$ cat config.mk
export PLATFORM = sky130hd
export DESIGN_NAME = flr_ctrl
export DESIGN_NICKNAME = d
export VERILOG_FILES = /design/src/rtl/core/flr_pkg.sv /design/src/rtl/core/flr_ctrl.sv
export SDC_FILE = /design/constraint.sdc
export NUM_CORES = 1
export LEC_CHECK = 0
export BUFFER_PORTS_ARGS = -buffer_cell sky130_fd_sc_hd__buf_2
export CAP_MARGIN = 20
export CORE_MARGIN = 3
export CORE_UTILIZATION = 30
export CTS_CLUSTER_SIZE = 16
export DETAILED_ROUTE_END_ITERATION = 12
export HOLD_SLACK_MARGIN = 0.08
export PLACE_DENSITY = 0.59
export SYNTH_ARGS = -nofsm -noshare
export SYNTH_HDL_FRONTEND = slang
export SYNTH_SLANG_ARGS = --single-unit
$ cat constraint.sdc
create_clock -name i_clk -period 1.95 [get_ports i_clk]
set_clock_uncertainty 0.1 [all_clocks]
set_input_delay 0.195 -clock i_clk [delete_from_list [all_inputs] [get_ports i_clk]]
set_output_delay 0.195 -clock i_clk [all_outputs]
set_load 0.02 [all_outputs]
$ cat src/rtl/core/flr_pkg.sv
`default_nettype none
// ----------------------------------------------------------------------------
// flr_pkg
// Shared types and constants of the flood/learn route forwarder: field
// codes, register indexes and the command and status words that join the
// controller to the datapath.
// ----------------------------------------------------------------------------
package flr_pkg;

    localparam int NODE_SPACE_DEF = 256;
    localparam int MAX_PORTS_DEF  = 8;
    localparam int RESULT_CAP     = 8;

    localparam logic [7:0] KIND_DISCOVERY = 8'd2;
    localparam logic [7:0] HOP_MAX        = 8'd255;
    localparam logic [7:0] HOP_START      = 8'd1;

    localparam logic CFG_NODE_ID   = 1'b0;
    localparam logic CFG_NUM_PORTS = 1'b1;

    typedef enum logic [1:0] {
        SEL_FLOOD,
        SEL_DELIVER,
        SEL_ROUTE
    } t_out_sel;

    typedef struct packed {
        logic     load_item;
        logic     clr_wr;
        logic     sweep_rst;
        logic     sweep_inc;
        logic     fz_rd;
        logic     learn_first;
        logic     learn_upd;
        logic     port_rst;
        logic     port_inc;
        logic     out_load;
        t_out_sel out_sel;
    } t_ctl_cmd;

    typedef struct packed {
        logic is_start;
        logic kind_disc;
        logic disc;
        logic dst_self;
        logic src_self;
        logic src_in_range;
        logic src_seen;
        logic sweep_last;
        logic port_last;
        logic n_zero;
        logic out_free;
    } t_dp_status;

    function automatic logic [7:0] hop_plus(input logic [7:0] h);
        return (h == HOP_MAX) ? HOP_MAX : h + 8'd1;
    endfunction

endpackage
`default_nettype wire

$ cat src/rtl/core/flr_ctrl.sv
`default_nettype none
// ----------------------------------------------------------------------------
// flr_ctrl
// Sequencer of the forwarder: clearing pass after reset, item lookup and
// decision, one-time table freeze sweep and the per-port flood loop.
// ----------------------------------------------------------------------------
module flr_ctrl
    import flr_pkg::*;
(
    input  wire        i_clk,
    input  wire        i_rst_n,
    input  wire        i_in_valid,
    output logic       o_in_stall,
    input  t_dp_status i_st,
    output t_ctl_cmd   o_cmd
);

    typedef enum logic [3:0] {
        S_CLEAR,
        S_IDLE,
        S_LOOK,
        S_DECIDE,
        S_FREEZE,
        S_FZ_END,
        S_RLOOK,
        S_FLOOD,
        S_DELIVER,
        S_ROUTE
    } t_state;

    t_state r_state, n_state;
    logic   r_frozen, n_frozen;

    assign o_in_stall = (r_state != S_IDLE);

    always_comb begin
        n_state  = r_state;
        n_frozen = r_frozen;
        o_cmd    = '0;
        unique case (r_state)
            S_CLEAR: begin
                o_cmd.clr_wr    = 1'b1;
                o_cmd.sweep_inc = 1'b1;
                if (i_st.sweep_last) n_state = S_IDLE;
            end
            S_IDLE: begin
                if (i_in_valid) begin
                    o_cmd.load_item = 1'b1;
                    o_cmd.port_rst  = 1'b1;
                    n_state         = S_LOOK;
                end
            end
            S_LOOK: n_state = S_DECIDE;
            S_DECIDE: begin
                if (i_st.is_start) begin
                    n_state = S_FLOOD;
                end else if (i_st.disc && i_st.dst_self) begin
                    n_state = S_IDLE;          // own discovery came back: drop
                end else if (!i_st.kind_disc && i_st.dst_self) begin
                    n_state = S_DELIVER;
                end else if (i_st.disc) begin
                    if (i_st.src_in_range && i_st.src_seen) begin
                        o_cmd.learn_upd = !i_st.src_self;
                        n_state         = S_IDLE;
                    end else begin
                        o_cmd.learn_first = i_st.src_in_range;
                        n_state           = S_FLOOD;
                    end
                end else if (!r_frozen) begin
                    o_cmd.sweep_rst = 1'b1;
                    n_state         = S_FREEZE;
                end else begin
                    n_state = S_ROUTE;
                end
            end
            S_FREEZE: begin
                o_cmd.fz_rd     = 1'b1;
                o_cmd.sweep_inc = 1'b1;
                if (i_st.sweep_last) n_state = S_FZ_END;
            end
            S_FZ_END: begin
                n_frozen = 1'b1;
                n_state  = S_RLOOK;
            end
            S_RLOOK: n_state = S_ROUTE;
            S_FLOOD: begin
                o_cmd.out_sel = SEL_FLOOD;
                if (i_st.n_zero) begin
                    n_state = S_IDLE;
                end else if (i_st.out_free) begin
                    o_cmd.out_load = 1'b1;
                    o_cmd.port_inc = 1'b1;
                    if (i_st.port_last) n_state = S_IDLE;
                end
            end
            S_DELIVER: begin
                o_cmd.out_sel = SEL_DELIVER;
                if (i_st.out_free) begin
                    o_cmd.out_load = 1'b1;
                    n_state        = S_IDLE;
                end
            end
            S_ROUTE: begin
                o_cmd.out_sel = SEL_ROUTE;
                if (i_st.out_free) begin
                    o_cmd.out_load = 1'b1;
                    n_state        = S_IDLE;
                end
            end
            default: n_state = S_IDLE;
        endcase
    end

    always_ff @(posedge i_clk) begin
        if (!i_rst_n) begin
            r_state  <= S_CLEAR;
            r_frozen <= 1'b0;
        end else begin
            r_state  <= n_state;
            r_frozen <= n_frozen;
        end
    end

endmodule
`default_nettype wire

[Word-level counts from Yosys, hierarchy flattened]
Index checks and enable logic that the tools add are counted.
Cells by class
  equal/unequal tests: 16
  mux-type cells: 37
  reductions and logical operators: 9
Operators by type and width (number)
  4-bit two-way mux: 12
  4-bit one-hot mux with 9 select lines: 1
  4-bit by 3-bit equality test with 1-bit output (second input constant): 4
  1-bit two-way mux: 15
  2-bit two-way mux: 7
  3-bit one-hot mux with 3 select lines: 1
  4-bit by 2-bit equality test with 1-bit output (second input constant): 2
  4-bit equality test (second input constant): 2
  2-bit inequality test (second input constant): 3
  3-bit inequality test (second input constant): 2
  6-bit AND reduction: 1
  4-bit by 1-bit equality test with 1-bit output (second input constant): 1
  4-bit zero test: 1
  4-bit by 1-bit inequality test with 1-bit output (second input constant): 1
  2-bit OR reduction: 2
  1-bit logical AND: 3
  3-bit two-way mux: 1
  1-bit zero test: 2
  2-bit by 1-bit inequality test with 1-bit output (second input constant): 1
Storage, ports and cells
  flip-flop bits (word level): 5
  input bits: 14
  logic and storage cells: 64

[Logic depth before layout (Yosys ltp)]
  depth after elaboration: 7
  gate-level depth with buffers: 6
  mapped depth without buffers: 5

[Least setup slack after synthesis]
Ideal clock, no wire load.
  kind: register to output
  from: register r_state[1]
  to: output o_cmd[5] (netlist bit)
  arrival: 1374 ps
  data required time: 1655 ps
  setup slack: 281 ps
  cell stages (with the launch flop): 6
  cell sequence: dfxtp_1 -> buf_2 -> nand2b_1 -> nor3_1 -> nand3_1 -> nor3b_1
RTL lines
  from (decl): RTL line flr_ctrl.sv:31  | t_state r_state, n_state;
  from (signal assigned): RTL line flr_ctrl.sv:119  | r_state <= n_state;
  to (decl): RTL line flr_ctrl.sv:15  | output t_ctl_cmd o_cmd

==> results.md <==
- Status: complete, no violations
- Sequential fraction of the synthesis area: 21.98%
- Remaining global-route overflow: 0
- Commonest non-fill, non-tap cell in the layout: sky130_fd_sc_hd__buf_2
- Worst r2r path cells: 5
- Path length in cells of the critical path: 5
- Xor-xnor portion of the synthesized cell area: 0%
- Antenna Diode Count: 0
- Transition time of the tightest slew-check pin: 296.5 ps
- First-pass iteration count of the detailed router: 4
- Fin crit period: 1802 ps
- Critical path's slowest cell: sky130_fd_sc_hd__dfxtp_4
- Pin count of the biggest net entering global routing: 12
- Worst endpoint required time: 1650 ps
- Syn. warnings: 0
- Critical path class: reg -> out
- Final count of hold timing violations: 0
- #FFs+latches synth: 5
- Post-DR vias/cell: 5.575
- CP max FO: 11
- Post-layout nets: 106
- Worst-Skew Late Latency: 250 ps
- Syn Std Cell Area: 455.4 sq um
- Placed instance count: 102
- Adder-cell share of the synthesized area: 0%
- Number of nets produced by synthesis: 78
- Die outline height: 44.97 um
- Post-route worst setup slack: 148.1 ps
- CP Cell Sequence: nand2b_1 > nor3_2 > nand3_1 > nor3b_1 > buf_2
- Vias post-DR: 591
- DRC violations left: 0
- Cell depth of the worst hold path: 2
- Post-DP HPWL: 1021 um
- Max transition margin: 80.13%
- Initial core utilization: 33.33%
- Share of cells above drive strength 1: 38.46%
- Path category of the worst min-delay check: in -> reg
- Cell at the root of the clock tree: sky130_fd_sc_hd__clkbuf_4
- RePlAce Congestion: 0.7924
- Flop-to-flop setup slack: 280 ps
- # IOs: 27
- Largest stage delay on the critical path: 400 ps
- Post-CTS Repair Setup Buffers: 0
- Number of rows created at floorplan: 13
- Htree depth: 1
- Core area: 0.001366 sq mm
- Post-Syn Instances: 64
- Delay-heaviest family, CP: simple AND/OR/NAND/NOR gates
- Inserted Clock Buffers: 3
- Die Footprint: 0.002022 sq mm
- Initial antenna violation count: 0
- Leakage power figure: 0.3031 nW
- Sum of buffers and inverters on the critical path: 1
- Buffers added on ports: 26
- Simple-Gate Fraction of Synth Area: 42.58%
- Bufs on Longest Clock Path: 2
- Mean instance size in the synthesized netlist: 7.116 sq um
- Number of sinks on the clock net: 5
- Arrival time at the worst endpoint: 1510 ps
- Count of non-filler cells in the finished layout: 106
- Die span in x: 44.97 um
- Clk slew on worst S/H paths: 50 ps
- PD cells: 597.9 mW/mm^2
- Worst Setup Start Kind: register
- TritonCTS clock tree: done
- Synth Flop Type: sky130_fd_sc_hd__dfxtp_1
- Setup violators final: 0
- Fraction of synthesis flops using an asynchronous set or reset pin: 0%
- 1st-iter DRT viols: 22
- Pre-CTS WS: 228.3 ps
- Sum of routed wire length over all layers: 1377 um
- Number of synthesized flops with an enable pin: 0
- Maxcap violations: 0
- Endpoint kind of the worst setup timing path: output port
- Largest family of logic cells by synthesized area: simple AND/OR/NAND/NOR gates
- ANT nets after route: 0
- Ratio of final minimum period to clock period: 92.40%
- Fraction of synthesized area in multiplexers: 0%
- Aggregate global-route resource usage: 14.45%
- Overall Power: 0.3733 mW
- Layout overhead on the synthesized area: 37.09%
- Share of the synthesized area in compound gates (AO/OA/AOI/OAI): 29.40%
- First-pass GRT wire length: 2049 um
- Peak supply drop: 0.2638 mV
- Via count of the first global-routing pass: 462
- Routed wire per std cell: 12.99 um
- Highest clock frequency the design can meet: 555.0 MHz
- Max-slew violation total from the final report: 0
- Setup TNS after final layout: 0 ps
- Synth unique cells: 32
- Most frequent cells in the layout: 26 x sky130_fd_sc_hd__buf_2, 10 x sky130_fd_sc_hd__nor2_1, 6 x sky130_fd_sc_hd__nand2b_1
synthesized netlist by cell type (all sizes together) (2+ instances only):
library cell,count,area share [%]
nor2,10,8.2
nor2b,3,4.1
a21oi,3,3.3
o21a,2,3.3
nor3,5,6.6
dfxtp,5,22
nand2,5,4.1
and2,2,2.7
buf,2,2.7
and3,2,2.7
nand2b,6,8.2
clkbuf,2,2.5
what timing repair did:
| item | CTS | global route |
|---|---|---|
| resized for setup | 1 | 3 |
| hold buffers | 0 | 0 |
| endpoints found under the setup margin | 1 | 2 |
| pin swaps | 0 | 0 |
logic make-up after synthesis:
kind of cell | after synthesis
simple gates | 37
flops | 5
compound gates | 17
buf+inv | 5
layer usage:
layer | GRT usage (%) | up-vias | share of wire [%]
met5 | 0 | - | 0
met4 | 8.772 | 0 | 2.3
met3 | 5.976 | 7 | 8.9
met2 | 19.49 | 31 | 51
met1 | 18.84 | 266 | 38
li1 | - | 287 | -
final timing paths:
path | startpoint | end
setup / recovery | r_state[0] | o_cmd[5]
hold / removal | i_rst_n | r_state[3]
setup reg to reg | r_state[2] | r_state[0]
hold reg to reg | r_frozen | r_frozen
through the flow:
stage                     area (sq um)  hold WS (ps)  util (%)
after floorplan                  455.4         212.5         -
after global placement           588.1         373.2     43.04
after detailed placement         588.1         380.2     43.04
after CTS                        615.6         130.0     45.05
after global routing             624.3         141.0     45.70
final                            624.3         138.3     45.70
power by group:
group	internal (mW)	total (mW)	leakage, nW	switching (mW)
clock	0.0776	0.125	0.0150	0.0474
sequential	0.110	0.125	0.0417	0.0147
combinational	0.0516	0.123	0.246	0.0718
total	0.239	0.373	0.303	0.134
worst register-to-register path, delay by kind of cell (launching register included):
| kind | cells | cell delay (ps) |
|---|---|---|
| AND/OR/NAND/NOR | 1 | 150 |
| flip-flops | 1 | 440 |
| AO/OA/AOI/OAI | 4 | 880 |
cell type report:
class                           count  area [sq um]
Timing Repair Buffer               27         137.6
Inverter                            1         3.754
Multi-Input combinational cell     54         332.8
Clock buffer                        4         26.28
Sequential cell                     5         105.1
Tap cell                           15         18.77
Fill cell                         150         742.0
sequential cells by signal, indices dropped and copies added (netlist names):
| signal | flops |
|---|---|
| r_frozen | 1 |
| r_state | 4 |
No activity file was read; power rests on OpenSTA's default activity.
